[src/rtl/tsp_pkg.sv]
// Shared types and constants for the tile map scroll planner.
// No dependencies; imported by every module of the block.
`timescale 1ns / 1ps

package tsp_pkg;

  localparam int WIN_W_TILES = 33;
  localparam int WIN_H_TILES = 25;
  localparam int BLOCK_TILES = 32;
  localparam int BLOCK_BYTES = BLOCK_TILES * BLOCK_TILES * 2;
  localparam int ROW_SHIFT   = $clog2(BLOCK_TILES * 2);
  localparam int MAP_MAX     = 64;
  localparam int QUEUE_DEPTH = 2;

  localparam logic [1:0] KIND_CLEAR = 2'd0;
  localparam logic [1:0] KIND_COPY  = 2'd1;
  localparam logic [1:0] KIND_XFER  = 2'd2;
  localparam logic [1:0] KIND_FINE  = 2'd3;

  localparam logic REG_MAP_W = 1'b0;
  localparam logic REG_MAP_H = 1'b1;

  typedef struct packed {
    logic       changed;
    logic       has_copy;
    logic [3:0] fx;
    logic [3:0] fy;
    logic [5:0] sx;
    logic [5:0] sy;
    logic [6:0] dx;
    logic [6:0] dy;
    logic [5:0] w;
    logic [4:0] h;
  } job_t;

endpackage

[src/rtl/tilemap_scroll_block_copy_planner.sv]
// Top level of the tile map scroll planner: front end, job queue, back end.
// Depends on tsp_pkg, tsp_front, tsp_queue and tsp_back.
`timescale 1ns / 1ps

// Usage
//   Input channel in_valid/in_ready carries one scroll position (pos_x, pos_y).
//   Output channel out_valid/out_ready carries result items, one per cycle:
//   while not stalled: on a coarse tile change a clear, up to four copy
//   rectangles and a transfer request, then always a fine scroll item with last set.
//   wr_en/wr_index/wr_data set map width (index 0) and height (index 1);
//   write only while no item is in flight.
//   With the queue empty, an accepted item is first written into the queue,
//   and its first result is registered into the output register from there.
//   The back end sequencer steps through the results of the job at the queue
//   head, one result item per cycle while the receiver takes them. The front
//   end classifies in the accept cycle; the queue holds two jobs, the one in
//   progress included, so one more item is taken while the back end works.
//   Reset (rst, synchronous): map size 32 x 24 tiles, stored coarse position
//   0,0, queue and output register empty.
//   Receiver stall: the output register holds its item, the back end waits,
//   and in_ready falls once the queue is full.
module tilemap_scroll_block_copy_planner
  import tsp_pkg::*;
#(
  parameter int QDEPTH = QUEUE_DEPTH
) (
  input  logic              clk,
  input  logic              rst,
  input  logic              wr_en,
  input  logic              wr_index,
  input  logic [6:0]        wr_data,
  input  logic              in_valid,
  output logic              in_ready,
  input  logic signed [9:0] pos_x,
  input  logic signed [9:0] pos_y,
  output logic              out_valid,
  input  logic              out_ready,
  output logic [1:0]        kind,
  output logic signed [6:0] dest_x,
  output logic signed [5:0] dest_y,
  output logic [5:0]        rect_w,
  output logic [4:0]        rect_h,
  output logic [12:0]       src_offset,
  output logic [4:0]        src_x,
  output logic [4:0]        src_y,
  output logic [6:0]        src_w,
  output logic [6:0]        src_h,
  output logic              last
);

  job_t       f_job, q_job;
  logic       q_full, q_valid, q_pop, accept;
  logic [6:0] map_w, map_h;
  logic [6:0] dx_bits;
  logic [5:0] dy_bits;

  assign in_ready = !q_full;
  assign accept   = in_valid && in_ready;

  tsp_front u_front (
    .clk      (clk),
    .rst      (rst),
    .wr_en    (wr_en),
    .wr_index (wr_index),
    .wr_data  (wr_data),
    .pos_x    (pos_x),
    .pos_y    (pos_y),
    .accept   (accept),
    .job      (f_job),
    .map_w    (map_w),
    .map_h    (map_h)
  );

  tsp_queue #(
    .DEPTH (QDEPTH)
  ) u_queue (
    .clk      (clk),
    .rst      (rst),
    .push     (accept),
    .wdata    (f_job),
    .full     (q_full),
    .pop      (q_pop),
    .nonempty (q_valid),
    .rdata    (q_job)
  );

  tsp_back u_back (
    .clk        (clk),
    .rst        (rst),
    .q_valid    (q_valid),
    .q_job      (q_job),
    .q_pop      (q_pop),
    .map_w      (map_w),
    .map_h      (map_h),
    .out_valid  (out_valid),
    .out_ready  (out_ready),
    .kind       (kind),
    .dest_x     (dx_bits),
    .dest_y     (dy_bits),
    .rect_w     (rect_w),
    .rect_h     (rect_h),
    .src_offset (src_offset),
    .src_x      (src_x),
    .src_y      (src_y),
    .src_w      (src_w),
    .src_h      (src_h),
    .last       (last)
  );

  assign dest_x = $signed(dx_bits);
  assign dest_y = $signed(dy_bits);

endmodule

[src/rtl/tsp_front.sv]
// Front end: map size registers, coarse/fine split, change detect and clipping.
// Depends on tsp_pkg; produces one job_t per accepted item.
`timescale 1ns / 1ps

module tsp_front
  import tsp_pkg::*;
(
  input  logic              clk,
  input  logic              rst,
  input  logic              wr_en,
  input  logic              wr_index,
  input  logic [6:0]        wr_data,
  input  logic signed [9:0] pos_x,
  input  logic signed [9:0] pos_y,
  input  logic              accept,
  output job_t              job,
  output logic [6:0]        map_w,
  output logic [6:0]        map_h
);

  logic [6:0] map_w_reg;
  logic [6:0] map_h_reg;
  logic [6:0] last_cx;
  logic [6:0] last_cy;

  logic              fix_x, fix_y;
  logic [6:0]        cx, cy;
  logic [5:0]        sx, sy;
  logic [6:0]        dx, dy;
  logic signed [7:0] w0, h0, wlim, hlim, wclip, hclip;

  always_ff @(posedge clk) begin
    if (rst) begin
      map_w_reg <= 7'd32;
      map_h_reg <= 7'd24;
      last_cx   <= '0;
      last_cy   <= '0;
    end else begin
      if (wr_en && wr_index == REG_MAP_W) begin
        map_w_reg <= wr_data;
      end else if (wr_en && wr_index == REG_MAP_H) begin
        map_h_reg <= wr_data;
      end
      if (accept) begin
        last_cx <= cx;
        last_cy <= cy;
      end
    end
  end

  assign map_w = (map_w_reg > 7'(MAP_MAX)) ? 7'(MAP_MAX) : map_w_reg;
  assign map_h = (map_h_reg > 7'(MAP_MAX)) ? 7'(MAP_MAX) : map_h_reg;

  // truncate toward zero: negative values with a fraction round up by one
  assign fix_x = pos_x[9] & (pos_x[2:0] != 3'd0);
  assign fix_y = pos_y[9] & (pos_y[2:0] != 3'd0);
  assign cx    = pos_x[9:3] + {6'd0, fix_x};
  assign cy    = pos_y[9:3] + {6'd0, fix_y};

  assign sx = cx[6] ? 6'd0 : cx[5:0];
  assign sy = cy[6] ? 6'd0 : cy[5:0];
  assign dx = cx[6] ? (7'd0 - cx) : 7'd0;
  assign dy = cy[6] ? (7'd0 - cy) : 7'd0;

  assign w0    = $signed(8'(WIN_W_TILES)) - $signed({1'b0, dx});
  assign h0    = $signed(8'(WIN_H_TILES)) - $signed({1'b0, dy});
  assign wlim  = $signed({1'b0, map_w}) - $signed({2'b0, sx});
  assign hlim  = $signed({1'b0, map_h}) - $signed({2'b0, sy});
  assign wclip = (wlim < w0) ? wlim : w0;
  assign hclip = (hlim < h0) ? hlim : h0;

  always_comb begin
    job.changed  = (cx != last_cx) || (cy != last_cy);
    job.has_copy = (wclip > 8'sd0) && (hclip > 8'sd0);
    job.fx       = {fix_x, pos_x[2:0]};
    job.fy       = {fix_y, pos_y[2:0]};
    job.sx       = sx;
    job.sy       = sy;
    job.dx       = dx;
    job.dy       = dy;
    job.w        = wclip[5:0];
    job.h        = hclip[4:0];
  end

endmodule

[src/rtl/tsp_queue.sv]
// Short job queue between front and back ends.
// Depends on tsp_pkg for job_t.
`timescale 1ns / 1ps

module tsp_queue
  import tsp_pkg::*;
#(
  parameter int DEPTH = QUEUE_DEPTH
) (
  input  logic clk,
  input  logic rst,
  input  logic push,
  input  job_t wdata,
  output logic full,
  input  logic pop,
  output logic nonempty,
  output job_t rdata
);

  localparam int PW = (DEPTH > 1) ? $clog2(DEPTH) : 1;
  localparam int CW = $clog2(DEPTH + 1);

  job_t          entries [DEPTH];
  logic [PW-1:0] wr_ptr, rd_ptr;
  logic [CW-1:0] count;

  always_ff @(posedge clk) begin
    if (push) begin
      entries[wr_ptr] <= wdata;
    end
  end

  always_ff @(posedge clk) begin
    if (rst) begin
      wr_ptr <= '0;
      rd_ptr <= '0;
      count  <= '0;
    end else begin
      if (push) begin
        wr_ptr <= (wr_ptr == PW'(DEPTH - 1)) ? '0 : wr_ptr + 1'b1;
      end
      if (pop) begin
        rd_ptr <= (rd_ptr == PW'(DEPTH - 1)) ? '0 : rd_ptr + 1'b1;
      end
      if (push && !pop) begin
        count <= count + 1'b1;
      end else if (pop && !push) begin
        count <= count - 1'b1;
      end
    end
  end

  assign full     = (count == CW'(DEPTH));
  assign nonempty = (count != '0);
  assign rdata    = entries[rd_ptr];

endmodule

[src/rtl/tsp_back.sv]
// Back end: sequences clear, copy pieces, transfer and fine scroll results.
// Depends on tsp_pkg; reads jobs from tsp_queue and drives the output register.
`timescale 1ns / 1ps

module tsp_back
  import tsp_pkg::*;
(
  input  logic        clk,
  input  logic        rst,
  input  logic        q_valid,
  input  job_t        q_job,
  output logic        q_pop,
  input  logic [6:0]  map_w,
  input  logic [6:0]  map_h,
  output logic        out_valid,
  input  logic        out_ready,
  output logic [1:0]  kind,
  output logic [6:0]  dest_x,
  output logic [5:0]  dest_y,
  output logic [5:0]  rect_w,
  output logic [4:0]  rect_h,
  output logic [12:0] src_offset,
  output logic [4:0]  src_x,
  output logic [4:0]  src_y,
  output logic [6:0]  src_w,
  output logic [6:0]  src_h,
  output logic        last
);

  localparam logic [1:0] ST_HEAD = 2'd0;
  localparam logic [1:0] ST_COPY = 2'd1;
  localparam logic [1:0] ST_XFER = 2'd2;
  localparam logic [1:0] ST_FINE = 2'd3;

  logic [1:0] state, state_next;
  logic       row, col, row_next, col_next;
  logic       load, emit;

  logic [1:0]  e_kind;
  logic [6:0]  e_dx;
  logic [5:0]  e_dy;
  logic [5:0]  e_w;
  logic [4:0]  e_h;
  logic [12:0] e_off;
  logic [4:0]  e_sx, e_sy;
  logic [6:0]  e_sw, e_sh;
  logic        e_last;

  logic [5:0]  room_x, room_y, cw_a, cw_b;
  logic [4:0]  ch_a, ch_b;
  logic        col_b, row_b, hs, vs, bx, by;
  logic [6:0]  ddx, ddy, bw, bh;
  logic [12:0] off;

  // piece geometry: at most one block edge in each direction
  assign room_x = 6'(BLOCK_TILES) - {1'b0, q_job.sx[4:0]};
  assign room_y = 6'(BLOCK_TILES) - {1'b0, q_job.sy[4:0]};
  assign cw_a   = (q_job.w <= room_x) ? q_job.w : room_x;
  assign ch_a   = ({1'b0, q_job.h} <= room_y) ? q_job.h : room_y[4:0];
  assign cw_b   = q_job.w - cw_a;
  assign ch_b   = q_job.h - ch_a;
  assign col_b  = (q_job.w > cw_a);
  assign row_b  = (q_job.h > ch_a);

  assign bx  = col ? 1'b1 : q_job.sx[5];
  assign by  = row ? 1'b1 : q_job.sy[5];
  assign ddx = q_job.dx + (col ? {1'b0, cw_a} : 7'd0);
  assign ddy = q_job.dy + (row ? {2'b0, ch_a} : 7'd0);
  assign hs  = (map_w > 7'(BLOCK_TILES));
  assign vs  = (map_h > 7'(BLOCK_TILES));
  assign bw  = hs ? (bx ? map_w - 7'(BLOCK_TILES) : 7'(BLOCK_TILES)) : map_w;
  assign bh  = vs ? (by ? map_h - 7'(BLOCK_TILES) : 7'(BLOCK_TILES)) : map_h;

  always_comb begin
    off = '0;
    if (hs && vs) begin
      if (!by) begin
        off = bx ? 13'(BLOCK_BYTES) : 13'd0;
      end else begin
        off = (13'(map_w) << ROW_SHIFT)
            + (bx ? (13'(map_h - 7'(BLOCK_TILES)) << ROW_SHIFT) : 13'd0);
      end
    end else if (hs) begin
      off = bx ? (13'(map_h) << ROW_SHIFT) : 13'd0;
    end else if (vs) begin
      off = by ? (13'(map_w) << ROW_SHIFT) : 13'd0;
    end
  end

  always_comb begin
    e_kind     = KIND_FINE;
    e_dx       = {{3{q_job.fx[3]}}, q_job.fx};
    e_dy       = {{2{q_job.fy[3]}}, q_job.fy};
    e_w        = '0;
    e_h        = '0;
    e_off      = '0;
    e_sx       = '0;
    e_sy       = '0;
    e_sw       = '0;
    e_sh       = '0;
    e_last     = 1'b1;
    q_pop      = 1'b0;
    state_next = state;
    row_next   = row;
    col_next   = col;
    unique case (state)
      ST_HEAD: begin
        if (q_job.changed) begin
          e_kind     = KIND_CLEAR;
          e_dx       = '0;
          e_dy       = '0;
          e_w        = 6'(WIN_W_TILES);
          e_h        = 5'(WIN_H_TILES);
          e_last     = 1'b0;
          row_next   = 1'b0;
          col_next   = 1'b0;
          state_next = q_job.has_copy ? ST_COPY : ST_XFER;
        end else begin
          q_pop = q_valid;
        end
      end
      ST_COPY: begin
        e_kind = KIND_COPY;
        e_dx   = ddx;
        e_dy   = ddy[5:0];
        e_w    = col ? cw_b : cw_a;
        e_h    = row ? ch_b : ch_a;
        e_off  = off;
        e_sx   = col ? 5'd0 : q_job.sx[4:0];
        e_sy   = row ? 5'd0 : q_job.sy[4:0];
        e_sw   = bw;
        e_sh   = bh;
        e_last = 1'b0;
        if (!col && col_b) begin
          col_next = 1'b1;
        end else if (!row && row_b) begin
          row_next = 1'b1;
          col_next = 1'b0;
        end else begin
          state_next = ST_XFER;
        end
      end
      ST_XFER: begin
        e_kind     = KIND_XFER;
        e_dx       = '0;
        e_dy       = '0;
        e_last     = 1'b0;
        state_next = ST_FINE;
      end
      ST_FINE: begin
        q_pop      = 1'b1;
        state_next = ST_HEAD;
      end
      default: begin
        state_next = ST_HEAD;
      end
    endcase
    if (!(load && emit)) begin
      q_pop      = 1'b0;
      state_next = state;
      row_next   = row;
      col_next   = col;
    end
  end

  assign load = !out_valid || out_ready;
  assign emit = (state != ST_HEAD) || q_valid;

  always_ff @(posedge clk) begin
    if (rst) begin
      state     <= ST_HEAD;
      row       <= 1'b0;
      col       <= 1'b0;
      out_valid <= 1'b0;
    end else begin
      state <= state_next;
      row   <= row_next;
      col   <= col_next;
      if (load) begin
        out_valid <= emit;
      end
    end
  end

  always_ff @(posedge clk) begin
    if (load && emit) begin
      kind       <= e_kind;
      dest_x     <= e_dx;
      dest_y     <= e_dy;
      rect_w     <= e_w;
      rect_h     <= e_h;
      src_offset <= e_off;
      src_x      <= e_sx;
      src_y      <= e_sy;
      src_w      <= e_sw;
      src_h      <= e_sh;
      last       <= e_last;
    end
  end

  a_last_on_fine: assert property (@(posedge clk) disable iff (rst)
    out_valid |-> (last == (kind == KIND_FINE)))
    else $error("last flag does not match fine scroll result");

  a_job_held: assert property (@(posedge clk) disable iff (rst)
    (state != ST_HEAD) |-> q_valid)
    else $error("sequencer busy with no job at queue head");

  a_copy_nonempty: assert property (@(posedge clk) disable iff (rst)
    (out_valid && kind == KIND_COPY) |-> (rect_w != 6'd0 && rect_h != 5'd0))
    else $error("empty copy rectangle emitted");

  a_pop_on_last: assert property (@(posedge clk) disable iff (rst)
    q_pop |=> (out_valid && last))
    else $error("job retired without a final result");

endmodule
[config.mk]
export PLATFORM = sky130hd
export DESIGN_NAME = tilemap_scroll_block_copy_planner
export DESIGN_NICKNAME = d
export VERILOG_FILES = /design/src/rtl/tsp_pkg.sv /design/src/rtl/tilemap_scroll_block_copy_planner.sv /design/src/rtl/tsp_front.sv /design/src/rtl/tsp_queue.sv /design/src/rtl/tsp_back.sv
export SDC_FILE = /design/constraint.sdc
export NUM_CORES = 1
export LEC_CHECK = 0
export ABC_AREA = 1
export BUFFER_PORTS_ARGS = -buffer_cell sky130_fd_sc_hd__clkbuf_2
export CAP_MARGIN = 20
export CORE_MARGIN = 4
export CORE_UTILIZATION = 40
export CTS_BUF_LIST = sky130_fd_sc_hd__clkbuf_16
export CTS_CLUSTER_SIZE = 10
export DETAILED_ROUTE_END_ITERATION = 6
export GPL_ROUTABILITY_DRIVEN = 0
export SLEW_MARGIN = 10
export SYNTH_ARGS = -nofsm -noshare
export SYNTH_HDL_FRONTEND = slang
export SYNTH_HIERARCHICAL = 1
export SYNTH_SLANG_ARGS = --single-unit
export TNS_END_PERCENT = 100
[constraint.sdc]
create_clock -name clk -period 10.8 [get_ports clk]
set_input_delay 1.62 -clock clk [delete_from_list [all_inputs] [get_ports clk]]
set_output_delay 1.62 -clock clk [all_outputs]
set_load 0.005 [all_outputs]
Word-level counts from Yosys, hierarchy flattened
Memory sizes are Yosys's and may differ from the RTL's. A register that Yosys moved wholly into a read port is not among the register bits.
Index checks and enable logic that the tools add are counted.
- register bits after elaboration: 101
- memory bits (writable): 94
- input bits: 33
- output and inout port bits: 66
- word-level logic and storage cells: 169
- memories kept: 1
- $add $sub $neg: 22
- order comparisons: 12
- eq/ne operators: 11
- mux-type cells: 63
- bitwise operators: 5
- reduce and logical (&&, ||, !) cells: 33
- memory list (name ; words ; bits a word ; read ports ; clocked after Yosys merged registers in ; write ports ; RTL line ; source):
    u_queue.entries ; 2 ; 47 ; 1 ; 1 ; 1 ; tsp_queue.sv:23 ; job_t entries [DEPTH];
- operators with widths (kind ; number):
    13-bit 2-to-1 mux ; 7
    7-bit 2-to-1 mux ; 9
    6-bit 2-to-1 mux ; 7
    7-bit case mux with 3 select lines ; 1
    7-bit by 6-bit subtractor with 7-bit output (second input constant) ; 3
    5-bit 2-to-1 mux ; 4
    6-bit case mux with 3 select lines ; 1
    8-bit by 1-bit greater-than comparator with 1-bit output (second input constant) ; 2
    8-bit < comparator ; 2
    1-bit 2-to-1 mux ; 16
    8-bit 2-to-1 mux ; 2
    7-bit by 6-bit subtractor with 8-bit output ; 2
    7-bit by 1-bit adder with 7-bit output ; 2
    7-bit by 6-bit greater-than comparator with 1-bit output (second input constant) ; 2
    7-bit greater-than comparator (second input constant) ; 2
    2-bit 2-to-1 mux ; 7
    7-bit != test ; 2
    1-bit by 7-bit subtractor with 7-bit output (first input constant) ; 2
    13-bit adder ; 1
    12-bit 2-to-1 mux ; 1
    6-bit case mux with 2 select lines ; 1
    6-bit by 5-bit subtractor with 6-bit output (first input constant) ; 2
    1-bit logical AND ; 10
    5-bit case mux with 2 select lines ; 1
    other kinds (32) ; 57

Depth between registers and ports, before layout
- depth after elaboration: 10
- depth in mapped cells: 32
- mapped depth without buffers: 31

Hierarchy
The synthesis kept the hierarchy.
- modules (own cells, without submodules) (module ; times used ; cells each ; area each (um^2) ; seq. area each (um^2)):
    tsp_back ; 1 ; 605 ; 4863.4 ; 1841.8
    tsp_queue ; 1 ; 179 ; 3741.1 ; 2922.8
    tsp_front ; 1 ; 574 ; 3530.9 ; 560.5
    tilemap_scroll_block_copy_planner ; 1 ; 3 ; 13.8 ; 0.0

Least setup slack after synthesis
No wires, ideal clock.
- kind: input to register
- start point: input port pos_x[1]
- end point: memory u_queue/entries[0][45] (netlist name) (data pin)
- library setup time: 255 ps
- arrival time: 5738 ps
- data required time: 10545 ps
- path slack: 4807 ps
- stages on the path: 32
- path buffers: 1
- path through: o31a_1 -> ha_1 -> ha_1 -> nand2_1 -> nor2_1 -> nand3_1 -> nand2_1 -> inv_2 -> clkbuf_1 -> nor2_1 -> ha_1 -> fa_1 -> nand3b_1 -> nand2_1 -> nand2_1 -> nand2_1 -> a21oi_1 -> xor2_1 -> inv_1 -> ha_1 -> nand2_1 -> nor2_1 -> a211oi_1 -> nand2_2 -> nand2_4 -> nand2_1 -> nand2_1 -> o21ai_2 -> nor2_1 -> nand2_1 -> nand2_1 -> nor2_1
- RTL lines (item ; RTL line ; source):
    start: declaration ; tilemap_scroll_block_copy_planner.sv:34 ; input logic signed [9:0] pos_x,
    end: declaration ; tsp_queue.sv:23 ;

==> reports/metrics.cfg <==
[final_layout]
largest-register=u_queue/entries
multiInputGateArea_um2=5694
finalNetCount=1564
synthToLayoutAreaGrowth_pct=10.97
final_common_cell=nand2_1
seq_area_um2=5266
largest_register_ffs=92
antennaDiodeCount=0
mostFrequentLayoutCells=nand2_1, inv_1, edfxtp_1
drive_gt1_frac=0.1788
fillerInstances=2862

[grt]
grt_remaining_overflow=0
grt_pass1_wl_um=44590
antenna_found_initial=0
first_global_vias=8695
grt_max_degree=59
grt_usage=0.1671

[cts]
cts_root_buffer=clkbuf_16
hold_buffers=0
htreeDepth=4
post_cts_buffers=0
clock_latency_ns=0.45
cts_tree=done
clockBufferDepth=2
post_cts_resized=0
clock_sinks=188
numCtsBuffers=17
path_clk_slew_ns=0.08

[sta]
rsz0062_at_grt=no
min_period_over_period=0.5978
fmax_mhz=154.9
final.setup.tns_ns=0
tightest_slew_ns=1.084
skew_ns=0.02014
setup_viol=0
maxSlewHeadroom=0.2747
report.final.slew_viol_count=0
holdWs_ns=0.4662
hold_viol=0
fin_crit_ns=6.456

[critical_path]
crit_required_ns=10.99
cpMostUsedCell=nor2_1
endpoint_kind=register
slowest_stage=nor3_1
crit_path_start_kind=input port
crit_arrival_ns=6.65
critPathMaxStageDelay_ns=0.55
crit_type=input port to register
cp.buffers_inverters=2
cp_max_fo=16
crit_family=simple AND/OR/NAND/NOR gates

[synth]
synth_cells=1358
mappedNetlistArea_um2=12070
synth_area_per_cell_um2=8.891
ys_warn_count=6

[floorplan]
ioPinCount=99
fp.coreArea_um2=29720
rows=63
die-area_um2=33030
initial_core_util=0.4063
chipHeight_um=181.7
fp.dieW_um=181.7

[worst_hold_path]
hold_path.class=register to register

[route]
drtIter0Drc=652
drcViolationCount=19
dr.pass1.iters=7
num_vias=9088
antenna_left=0
wl_per_cell_um=14.95
viasPerCell=4.928
totalWireLength_um=27560

[job]
maxCapViolCount=0

[run_status]
violations=DRC
status=finished, violations left

[pwr]
p_leak_nw=6.224
pwr_density_cell_nw_per_um2=220.7
vdd.ir_drop.worst_mv=0.1164

[place]
portBuffers=92
dp_hpwl_um=20980

worst reg2reg max path, stage by stage (launching register included):
cell and delay [ns]:
dfxtp_1 0.32, nor4_1 0.28, nand3_1 0.10, nand2_1 0.09, inv_1 0.09, nor2_1 0.71
inv_1 0.15, fa_1 0.45, nand3b_1 0.19, nand2_1 0.08, nand2_1 0.06, nand2_1 0.06
a21oi_1 0.07, xor2_1 0.22, inv_1 0.07, ha_1 0.30, nand2_1 0.08, nor2_1 0.05
a211oi_1 0.39, nand2_2 0.17, nand2_2 0.15, nand3_1 0.10, nand2_1 0.09, nand2_1 0.05
nor2_1 0.12, nand2_1 0.09, nand2_1 0.08, nor2_1 0.05
final cells by class:
class	instances	share of cell area
tap	390	0.03642
clock buffer	17	0.03175
inverter	239	0.06714
multi-input combinational	898	0.4250
timing repair buffer	97	0.03717
clock inverter	15	0.009525
sequential	188	0.3930
final timing paths:
path	end	start	slack (ns)	cells past startpoint
worst max-delay path	u_queue/entries[0][45]	pos_y[1]	4.34	28
worst min-delay path	u_front/map_h_reg[5]	u_front/map_h_reg[5]	0.47	2
worst max register to register	u_queue/entries[0][45]	u_front/map_w_reg[3]	5.88	27
worst min register to register	u_front/map_h_reg[5]	u_front/map_h_reg[5]	0.47	2
per-layer routing:
layer / global-route usage / share of wire
met1: 0.2335 / 0.49
met2: 0.2643 / 0.44
met3: 0.03185 / 0.044
met4: 0.05104 / 0.020
met5: 0 / 0
power by group:
part | switching [mW] | leakage (nW) | internal, mW
clock | 0.300 | 0.270 | 0.303
combinational | 0.814 | 4.18 | 0.472
sequential | 0.0517 | 1.78 | 1.02
total | 1.17 | 6.22 | 1.79
through the flow:
stage / utilization / worst slack [ns] / area [µm²] / std cells / power [mW]
2_1_floorplan: - / 4.807 / 12090 / 1363 / 2.002
3_3_place_gp: 0.4323 / 4.122 / 12850 / 1812 / 2.344
3_5_place_dp: 0.4323 / 3.959 / 12850 / 1812 / 2.367
4_1_cts: 0.4509 / 4.406 / 13400 / 1844 / 2.982
5_1_grt: 0.4509 / 3.888 / 13400 / 1844 / 3.204
6_report: 0.4509 / 4.344 / 13400 / 1844 / 2.958
Note: power is estimated with default switching activity, not from simulation.
